**config.mk**
```make
export PLATFORM = sky130hd
export DESIGN_NAME = nnds_ctrl
export DESIGN_NICKNAME = d
export VERILOG_FILES = /design/src/hdl/nnds_pkg.sv /design/src/hdl/nnds_ctrl.sv
export SDC_FILE = /design/constraint.sdc
export NUM_CORES = 1
export LEC_CHECK = 0
export ABC_AREA = 1
export ABC_CLOCK_PERIOD_IN_PS = 1300
export BUFFER_PORTS_ARGS = -buffer_cell sky130_fd_sc_hd__buf_2
export CORE_UTILIZATION = 40
export DETAILED_ROUTE_END_ITERATION = 10
export SYNTH_ARGS = -nofsm -noshare
export SYNTH_HDL_FRONTEND = slang
export SYNTH_SLANG_ARGS = --single-unit
```
**constraint.sdc**
```tcl
create_clock -name clk -period 1.3 [get_ports clk]
set_input_delay 0.13 -clock clk [delete_from_list [all_inputs] [get_ports clk]]
set_output_delay 0.13 -clock clk [all_outputs]
set_load 0.02 [all_outputs]
```
**src/hdl/nnds_pkg.sv**
```systemverilog
// Shared types and constants for the nearest-neighbor dispersal stencil.
// No dependencies; every other file of the block uses this package.
package nnds_pkg;

    localparam int FRAC_BITS_DEF = 16;
    localparam int DELTA_BITS    = 16;
    localparam int DELTA_W       = 15;
    localparam int COUNT_W       = 32;
    localparam int MEAN_W        = 32;
    localparam int TOTAL_W       = 48;
    localparam int GAIN_W        = 31;
    localparam int WIDE_W        = 64;

    localparam logic [1:0] SEEN_NONE  = 2'd0;
    localparam logic [1:0] SEEN_FIRST = 2'd1;
    localparam logic [1:0] SEEN_MID   = 2'd2;

    typedef struct packed {
        logic        [COUNT_W-1:0] count;
        logic signed [MEAN_W-1:0]  trait_mean;
        logic signed [TOTAL_W-1:0] trait_total;
        logic signed [MEAN_W-1:0]  breed_mean;
        logic signed [TOTAL_W-1:0] breed_total;
    } cell_t;

    typedef struct packed {
        logic capture;
        logic store1;
        logic shift;
        logic load;
        logic src_x;
        logic has_l;
        logic has_r;
        logic last;
        logic div_start;
        logic put;
    } cmd_t;

    typedef struct packed {
        logic div_done;
    } stat_t;

endpackage

```
**src/hdl/nnds_ctrl.sv**
```systemverilog
// Controller: sequences window updates, arithmetic stages, divides and output.
// Depends on nnds_pkg.
module nnds_ctrl (
    input  logic            clk,
    input  logic            rst_n,
    input  logic            in_valid,
    input  logic            in_last,
    output logic            in_ready,
    input  logic            out_ready,
    output logic            out_valid,
    output nnds_pkg::cmd_t  cmd,
    input  nnds_pkg::stat_t stat
);
    typedef enum logic [7:0] {
        S_IDLE  = 8'b0000_0001,
        S_LOAD  = 8'b0000_0010,
        S_MUL   = 8'b0000_0100,
        S_PROD  = 8'b0000_1000,
        S_SUM   = 8'b0001_0000,
        S_START = 8'b0010_0000,
        S_DIV   = 8'b0100_0000,
        S_PUT   = 8'b1000_0000
    } state_t;

    state_t     state_reg, state_next;
    logic [1:0] seen_reg, seen_next;
    logic       last_reg, last_next, sec_reg, sec_next, valid_reg, valid_next;

    always_comb
    begin
        state_next = state_reg;
        seen_next  = seen_reg;
        last_next  = last_reg;
        sec_next   = sec_reg;
        cmd        = '0;
        cmd.capture = in_valid && state_reg == S_IDLE;
        case (state_reg)
            S_IDLE:
            begin
                if (in_valid)
                begin
                    last_next  = in_last;
                    state_next = S_LOAD;
                end
            end
            S_LOAD:
            begin
                if (seen_reg == nnds_pkg::SEEN_NONE)
                begin
                    cmd.store1 = 1'b1;
                    if (last_reg)
                    begin
                        cmd.load   = 1'b1;
                        cmd.src_x  = 1'b1;
                        cmd.last   = 1'b1;
                        state_next = S_MUL;
                    end
                    else
                    begin
                        seen_next  = nnds_pkg::SEEN_FIRST;
                        state_next = S_IDLE;
                    end
                end
                else
                begin
                    cmd.load   = 1'b1;
                    cmd.has_l  = seen_reg == nnds_pkg::SEEN_MID;
                    cmd.has_r  = 1'b1;
                    cmd.shift  = 1'b1;
                    sec_next   = last_reg;
                    seen_next  = last_reg ? nnds_pkg::SEEN_NONE : nnds_pkg::SEEN_MID;
                    state_next = S_MUL;
                end
            end
            S_MUL:   state_next = S_PROD;
            S_PROD:  state_next = S_SUM;
            S_SUM:   state_next = S_START;
            S_START:
            begin
                cmd.div_start = 1'b1;
                state_next    = S_DIV;
            end
            S_DIV:
            begin
                if (stat.div_done)
                    state_next = S_PUT;
            end
            S_PUT:
            begin
                if (!valid_reg || out_ready)
                begin
                    cmd.put = 1'b1;
                    if (sec_reg)
                    begin
                        cmd.load   = 1'b1;
                        cmd.has_l  = 1'b1;
                        cmd.last   = 1'b1;
                        sec_next   = 1'b0;
                        state_next = S_MUL;
                    end
                    else
                        state_next = S_IDLE;
                end
            end
            default: state_next = S_IDLE;
        endcase
        valid_next = cmd.put ? 1'b1 : (out_ready ? 1'b0 : valid_reg);
    end

    always_ff @(posedge clk or negedge rst_n)
    begin
        if (!rst_n)
        begin
            state_reg <= S_IDLE;
            seen_reg  <= nnds_pkg::SEEN_NONE;
            last_reg  <= 1'b0;
            sec_reg   <= 1'b0;
            valid_reg <= 1'b0;
        end
        else
        begin
            state_reg <= state_next;
            seen_reg  <= seen_next;
            last_reg  <= last_next;
            sec_reg   <= sec_next;
            valid_reg <= valid_next;
        end
    end

    assign in_ready  = state_reg == S_IDLE;
    assign out_valid = valid_reg;

endmodule

```
==> results of run 1 <==
==> power groups by stage <==
stage	combinational (mW)	clock, mW	sequential, mW
after floorplan	0.641	0	0.567
after global placement	0.886	0	0.574
after detailed placement	0.903	0	0.573
after CTS	1.29	0.267	0.573
after global routing	1.59	0.288	0.598
final	1.47	0.263	0.581
==> path summary, 6_finish.rpt <==
kind	cells after the start	end	slack (ns)	start
hold / removal	2	out_valid	0.02	out_ready
setup reg to reg	10	state_reg[0]	-0.24	state_reg[6]
setup / recovery	8	cmd[2]	-0.33	state_reg[6]
max in group asynchronous	2	state_reg[0]	0.77	rst_n
min in group asynchronous	2	state_reg[6]	0.25	rst_n
hold reg to reg	2	out_valid	0.57	out_valid
==> cell families after synthesis <==
family,count (synthesis)
AOI/OAI and AO/OA,12
DFF,13
and+or+nand+nor,59
buffers and inverters,24
==> routing by layer <==
metal / share of wire [%] / global-route usage, % / routed length (um)
met1: 37 / 24.29 / 805
met2: 58 / 40.27 / 1267
met3: 3.9 / 3.774 / 84
met4: 1.1 / 8.571 / 23
met5: 0 / 0 / 0
==> placed cells by master (no fill, tap or decap), types with 2 or more instances in the layout <==
cell type and n:
buf_4 23, nand2_1 19, buf_6 13, inv_2 12, dfrtp_1 12, nand2_4 10, inv_1 9, nor2_1 9
buf_2 6, nand2_2 5, nor2_2 4, nor2_4 4, o21ai_2 4, nand3_2 4, o21ai_0 3, clkbuf_4 3
nor2_8 2, o21ai_1 2
==> area by class of cell <==
type | instances | area, um^2 | area share (%)
tap | 27 | 33.78 | 2.505
clock inverter | 1 | 5.005 | 0.3711
multi-input combinational | 71 | 514.2 | 38.13
timing repair buffer | 43 | 359.1 | 26.62
clock buffer | 3 | 22.52 | 1.670
sequential | 13 | 326.6 | 24.21
inverter | 22 | 87.58 | 6.494
==> stage by stage <==
stage | setup slack, ns | setup TNS, ns | cell area (um^2)
after floorplan | 0.008749 | 0 | 835.8
after global placement | -0.07205 | -0.2493 | 1022
after detailed placement | -0.1021 | -0.3544 | 1022
after CTS | -0.3570 | -3.324 | 1274
after global routing | -0.4095 | -5.005 | 1349
final | -0.3311 | -3.749 | 1349
==> timing repair <==
item	CTS	global route
hold buffers	1	0
gates resized for setup	40	16
pin swaps	17	8
endpoints found under the hold margin	13	0
setup endpoints to repair	14	19
setup buffers	16	3
==> results.cfg, run 1 <==
[run_status]
outcome = finished with violations
violations = negative setup slack

[grt]
antenna_found_initial = 0
grt_pass1_wl_um = 3332
grt_start_max_net_pins = 14
track_usage_pct = 21.67
grt_pass1_vias = 820
overflow = 0

[synthesis]
synth_area_leaders = dfrtp_1 36%, nand2_1 12%, nand2_4 6.8%
synthTopCellsByCount = 26 x nand2_1, 13 x inv_1, 13 x nor2_1, 12 x dfrtp_1, 8 x inv_2
synth_cell_types = 21
synth_top_family_by_area = simple AND/OR/NAND/NOR gates
yosys.area_share.simple_pct = 40.39
synthMuxAreaShare_pct = 0
netlist_area_um2 = 827.0
yosys.area.top_type_share_pct = 36.31
yosys_warnings = 0
yosys.area.top_type = dfrtp_1
yosys_register_bits = 13
synthXorXnorAreaFrac_pct = 0
synth_compound_area_share_pct = 8.169
syn_avg_cell_area_um2 = 7.658
syn_inst = 108
syn_nets = 114
ys_async_sr_fraction_pct = 100.0
synthAdderAreaFrac_pct = 0
synth-seq-area-share_pct = 39.49
synth_edf_count = 0
yosysMostFrequentCell = nand2_1
synthFlopType = dfrtp_1

[die]
num_rows = 16
die_w_um = 47.47
floorplan.initialDensity_pct = 42.16
ios = 18
die_y_um = 47.47
die_area_mm2 = 0.002253
core_mm2 = 0.001962

[clock_tree]
cts-buffers-inserted = 3
clk-insertion-delay-late_ns = 0.28
root_buffer = clkbuf_4
max-clock-path-buffers = 2
cts_htree_levels = 1
cts.clk_slew.worst_paths_ns = 0.09
cts.sinks = 13
cts_tree = done

[power]
combPwrFrac_pct = 63.6
power_density_mw_per_mm2 = 1719
pwr-share-seq_pct = 25.1
power_mw = 2.319
p_leak_nw = 0.7595
internal_power_mw = 1.312
ir_worst_vdd_uv = 1433
p_sw_mw = 1.007
clockPowerShare_pct = 11.4
switching_share_pct = 43.44

[worst_setup_path]
crit_family = flip-flops
cp.required_ns = 1.17
crit_arrival_ns = 1.50
startpoint_type = flop
worstSetupEndpointType = output port
path_cells = inv_2 > nand2_4 > nor2_8 > nand2_4 > clkinv_4 > nand2_4 > o21ai_2 > buf_6
cp_slowest_stage_delay_ns = 0.40
path_class = flop to output port
crit_top_cell = nand2_4
path_buf_inv = 3
crit_path_top_delay_cell = dfrtp_1
cp_max_fo = 4

[cells_and_area]
final_nets = 160
n_antenna_cell = 0
area.growth.synth_to_final_pct = 63.09
final_layout_size_suffix_gt1_share_pct = 62.75
largest_reg_flops = 8
fillers = 168
stdcell_count = 180
final_util_pct = 68.75

[flow_run]
cap_violations = 0

[sta]
drv_slew = 0
setup_violations = 16
period_share_pct = 125.5
hold_viol = 0
relSlewSlack_pct = 78.40
setup_ws_ns = -0.3311
whs_ns = 0.02151
period_needed_ns = 1.631
fmaxAchievable_mhz = 613.1
worst_pin_slew_ns = 0.3228
clock_skew_ns = 0.001882
rsz0062_at_grt = yes

[routing]
ant_nets = 0
dr.pass1.iters = 4
drt_iter0_markers = 16
drcViolationCount = 0
route.vias.total = 839
finalWirelength_um = 2181
wl_per_cell_um = 12.12
vias_per_cell = 4.661

[placed_design]
place_congestion = 0.7924
dp.cells = 161
post-dp-hpwl_um = 1324
portBuffers = 17

[hold_path]
holdCritPathClass = primary input to flop
Note: power is estimated with default switching activity, not from simulation.
==> inputs of run 2 (changes only) <==
--- a/config.mk
+++ b/config.mk
@@ -10,6 +10,7 @@
 export BUFFER_PORTS_ARGS = -buffer_cell sky130_fd_sc_hd__buf_2
 export CORE_UTILIZATION = 40
 export DETAILED_ROUTE_END_ITERATION = 10
+export RECOVER_POWER = 50
 export SYNTH_ARGS = -nofsm -noshare
 export SYNTH_HDL_FRONTEND = slang
 export SYNTH_SLANG_ARGS = --single-unit
==> run 2 against run 1 <==
  * The run still ends with negative setup slack left
  * Via count did not move
  * Combinational power barely moved
  * Hold slack barely moved
  * Die area did not move
  * Sequential share of layout area barely moved
  * Critical endpoint unchanged
  * Largest power group unchanged
==> results.cfg, run 2 (same netlist as run 1, synthesis figures left out) <==
[placed_design]
dp_slack_ns = -0.1021
dpl_cell_area_mm2 = 0.001022
place_congestion = 0.7924
post-dp-hpwl_um = 1324
portBuffers = 17
dp.cells = 161

[grt]
grt_pass1_vias = 820
track_usage_pct = 21.67
grt_start_max_net_pins = 14
grt_pass1_wl_um = 3332
overflow = 0
antenna_found_initial = 0

[cells_and_area]
final_area_mm2 = 0.001348
layout_commonest_cell = buf_4
stdcell_count = 180
n_antenna_cell = 0
largest_reg_flops = 8
final_cell_mix = 23 x buf_4, 19 x nand2_1, 13 x buf_6
multi_input_area_um2 = 514.2
seq_area_um2 = 326.6
final_nets = 160
area.growth.synth_to_final_pct = 62.93
final_util_pct = 68.69
fillers = 167
final_layout_size_suffix_gt1_share_pct = 62.09

[power]
p_leak_nw = 0.7568
power_mw = 2.318
ir_worst_vdd_uv = 1433
power_density_mw_per_mm2 = 1720

[sta]
period_needed_ns = 1.631
drv_slew = 0
period_share_pct = 125.5
relSlewSlack_pct = 53.49
worst_pin_slew_ns = 0.6976
hold_viol = 0
setup_ws_ns = -0.3310
rsz0062_at_grt = yes
fmaxAchievable_mhz = 613.1
whs_ns = 0.02155
tns_ns = -3.746
setup_violations = 16
clock_skew_ns = 0.001882

[clock_tree]
cts.clk_slew.worst_paths_ns = 0.09
max-clock-path-buffers = 2
clk-insertion-delay-late_ns = 0.28
root_buffer = clkbuf_4
cts.sinks = 13
cts_tree = done
cts_htree_levels = 1
cts-buffers-inserted = 3

[die]
floorplan.initialDensity_pct = 42.16
die_w_um = 47.47
ios = 18
die_y_um = 47.47
die_area_mm2 = 0.002253
core_mm2 = 0.001962
num_rows = 16

[worst_setup_path]
worstSetupEndpointType = output port
cp.required_ns = 1.17
worstRegToRegCells = 10
rrSetupSlack_ns = -0.24
crit_arrival_ns = 1.50
path_class = flop to output port
startpoint_type = flop
cp_max_fo = 4
r2r_start = state_reg[6]
r2r-end = state_reg[0]

[hold_path]
hp-start = out_ready
holdCritPathClass = primary input to flop
hold_end = out_valid
holdPathStages = 2

[run_status]
violations = negative setup slack
outcome = finished with violations

[routing]
drt_iter0_markers = 16
ant_nets = 0
wl_per_cell_um = 12.11
dr.pass1.iters = 4
finalWirelength_um = 2179
vias_per_cell = 4.661
route.vias.total = 839
drcViolationCount = 0

[flow_run]
cap_violations = 0
-- run 2: critical path, stage by stage (launching register included) --
cell and delay (ns):
dfrtp_1 0.40, inv_2 0.09, nand2_4 0.07, nor2_8 0.15, nand2_4 0.10, clkinv_4 0.07, nand2_4 0.06, o21ai_2 0.13
buf_6 0.13
-- run 2: metal layers --
| metal | routed length (um) | track usage (%) | vias to the layer above |
|---|---|---|---|
| met5 | 0 | 0 | - |
| met4 | 23 | 8.571 | 0 |
| met3 | 87 | 3.774 | 4 |
| met1 | 801 | 24.29 | 402 |
| li1 | - | - | 413 |
| met2 | 1266 | 40.27 | 20 |
-- run 2: where the power goes --
group          switching [mW]  total (mW)  internal, mW  leakage (nW)
clock network           0.149       0.263         0.114        0.0177
logic                   0.787        1.47         0.687         0.567
registers              0.0717       0.581         0.510         0.172
-- run 2: final cells by class --
type,count,area share [%]
inverter,22,6.500
multi-input combinational,71,38.16
tap,27,2.507
sequential,13,24.23
clock inverter,1,0.3714
timing repair buffer,43,26.56
clock buffer,3,1.671
-- run 2: worst max-delay path by stage --
stage	from	endpoint	slack (ns)
after floorplan	state_reg[6]	cmd[6]	0.009
after global placement	state_reg[0]	state_reg[0]	-0.07
after detailed placement	state_reg[6]	cmd[6]	-0.10
after CTS	state_reg[4]	cmd[6]	-0.36
after global routing	state_reg[6]	cmd[2]	-0.41
final	state_reg[6]	cmd[2]	-0.33
-- run 2: what timing repair did --
action                                 in CTS  in global routing
endpoints found under the hold margin      13                  0
hold buffers                                1                  0
resized for setup                          40                 16
buffers inserted                           16                  3
pin swaps                                  17                  8
setup endpoints to repair                  14                 19
==> inputs of run 3 (changes only) <==
--- a/config.mk
+++ b/config.mk
@@ -14,3 +14,4 @@
 export SYNTH_ARGS = -nofsm -noshare
 export SYNTH_HDL_FRONTEND = slang
 export SYNTH_SLANG_ARGS = --single-unit
+export TNS_END_PERCENT = 5
==> run 3 against run 2 <==
  * The flow still finishes with violations (negative setup slack)
  * Highest routed layer unchanged
  * Clock-buffer cell count is the same
  * Sequential share of layout area increased by 0.86 points
  * Worst setup slack better by 0.018 ns
==> results.cfg, run 3 (same netlist as run 1, synthesis figures left out) <==
[run_status]
outcome = finished with violations
violations = negative setup slack

[die]
floorplan.initialDensity_pct = 42.16
ios = 18
die_w_um = 47.47
die_y_um = 47.47
core_mm2 = 0.001962
die_area_mm2 = 0.002253
num_rows = 16

[routing]
ant_nets = 0
drt_iter0_markers = 15
drcViolationCount = 0
route.vias.total = 817
vias_per_cell = 4.514
wl_per_cell_um = 10.76
finalWirelength_um = 1947
dr.pass1.iters = 6

[worst_setup_path]
cp.required_ns = 1.17
worstRegToRegCells = 10
cp_max_fo = 4
crit_arrival_ns = 1.48
r2r-end = state_reg[0]
worstSetupEndpointType = output port
rrSetupSlack_ns = -0.30
r2r_start = state_reg[0]
crit_start = state_reg[3]
path_class = flop to output port
startpoint_type = flop

[cells_and_area]
largest_reg_flops = 8
seq_area_um2 = 326.6
final_cell_mix = 27 x buf_4, 21 x nand2_1, 13 x inv_1
final_area_mm2 = 0.001301
final_layout_size_suffix_gt1_share_pct = 54.55
layout_commonest_cell = buf_4
area.growth.synth_to_final_pct = 57.34
multi_input_area_um2 = 490.5
n_antenna_cell = 0
fillers = 185
final_nets = 161

[clock_tree]
cts-buffers-inserted = 3
cts_htree_levels = 1
max-clock-path-buffers = 2
root_buffer = clkbuf_4
cts.sinks = 13
cts.clk_slew.worst_paths_ns = 0.09
clk-insertion-delay-late_ns = 0.28
cts_tree = done

[power]
power_density_mw_per_mm2 = 1583
p_leak_nw = 0.7489
power_mw = 2.060
ir_worst_vdd_uv = 1392

[sta]
drv_slew = 0
clock_skew_ns = 0.005865
rsz0062_at_grt = yes
period_share_pct = 124.1
hold_viol = 0
whs_ns = 0.06471
fmaxAchievable_mhz = 619.8
period_needed_ns = 1.613
setup_ws_ns = -0.3134
relSlewSlack_pct = 51.31
worst_pin_slew_ns = 0.7303
tns_ns = -3.647
setup_violations = 15

[flow_run]
cap_violations = 0

[placed_design]
post-dp-hpwl_um = 1461
portBuffers = 17
dpl_cell_area_mm2 = 0.001056
place_congestion = 0.8020

[hold_path]
holdPathStages = 3
hold_end = last_reg
holdCritPathClass = primary input to flop
hp-start = in_last

[grt]
grt_start_max_net_pins = 14
overflow = 0
grt_pass1_wl_um = 3125
track_usage_pct = 20.43
antenna_found_initial = 0
grt_pass1_vias = 770
run 3: cell types whose count changed in the layout (fill, tap and decap cells not counted), moves of 3 or more:
| cell | before | now |
|---|---|---|
| inv_2 | 12 | 8 |
| inv_1 | 9 | 13 |
| buf_4 | 23 | 27 |
| buf_6 | 13 | 7 |
| o21ai_1 | 2 | 5 |
| buf_2 | 5 | 8 |
| nor2_2 | 4 | 1 |
run 3: worst max path at each step:
stage | to | slack (ns) | cells past startpoint
2_1_floorplan | cmd[6] | -0.07 | 5
3_3_place_gp | cmd[6] | -0.09 | 8
3_5_place_dp | cmd[4] | -0.1 | 8
4_1_cts | cmd[6] | -0.33 | 8
5_1_grt | cmd[4] | -0.40 | 8
6_report | cmd[6] | -0.31 | 8
run 3: critical path, cell delays in order, from the launching register on:
cell	delay [ns]
dfrtp_1	0.40
inv_2	0.08
nand2_4	0.08
nor2_8	0.13
nand2_4	0.07
nor2_4	0.14
nand2_4	0.09
o21ai_2	0.08
buf_6	0.14
run 3: report_power, final:
group	internal, mW	switching (mW)	leakage (nW)	total [mW]
Combinational	0.518	0.697	0.559	1.21
Sequential	0.509	0.0783	0.172	0.587
Clock	0.114	0.144	0.0177	0.258
Total	1.14	0.919	0.749	2.06
run 3: routing by layer:
| layer | vias up | part of all wire [%] | GRT usage [%] |
|---|---|---|---|
| met5 | - | 0 | 0 |
| met4 | 0 | 2.2 | 7.429 |
| met3 | 6 | 3.0 | 3.396 |
| met2 | 17 | 55 | 38.36 |
| met1 | 370 | 40 | 22.93 |
| li1 | 424 | - | - |
run 3: repair_timing:
action / in CTS / in global routing
cloned: 0 / 0
gates resized for setup: 30 / 10
setup buffers: 5 / 5
endpoints found under the setup margin: 14 / 16
pin swaps: 9 / 6
hold endpoints to repair: 13 / 0
hold buffers: 1 / 0
run 3: final cells by class:
cell class	count	share of cell area, %
clock inverters	1	0.3846
well taps	27	2.596
clock buffers	3	1.731
inverters	22	6.731
flip-flops and latches	13	25.10
multi-input cells	71	37.69
repair buffers	44	25.77
run 3: through the flow:
step           worst slack (ns)  std cells  util, %
2_1_floorplan          -0.06561        108        -
3_3_place_gp           -0.08672        166    53.83
3_5_place_dp           -0.09698        166    53.83
4_1_cts                 -0.3309        176    63.33
5_1_grt                 -0.4022        181    66.33
6_report                -0.3134        181    66.33
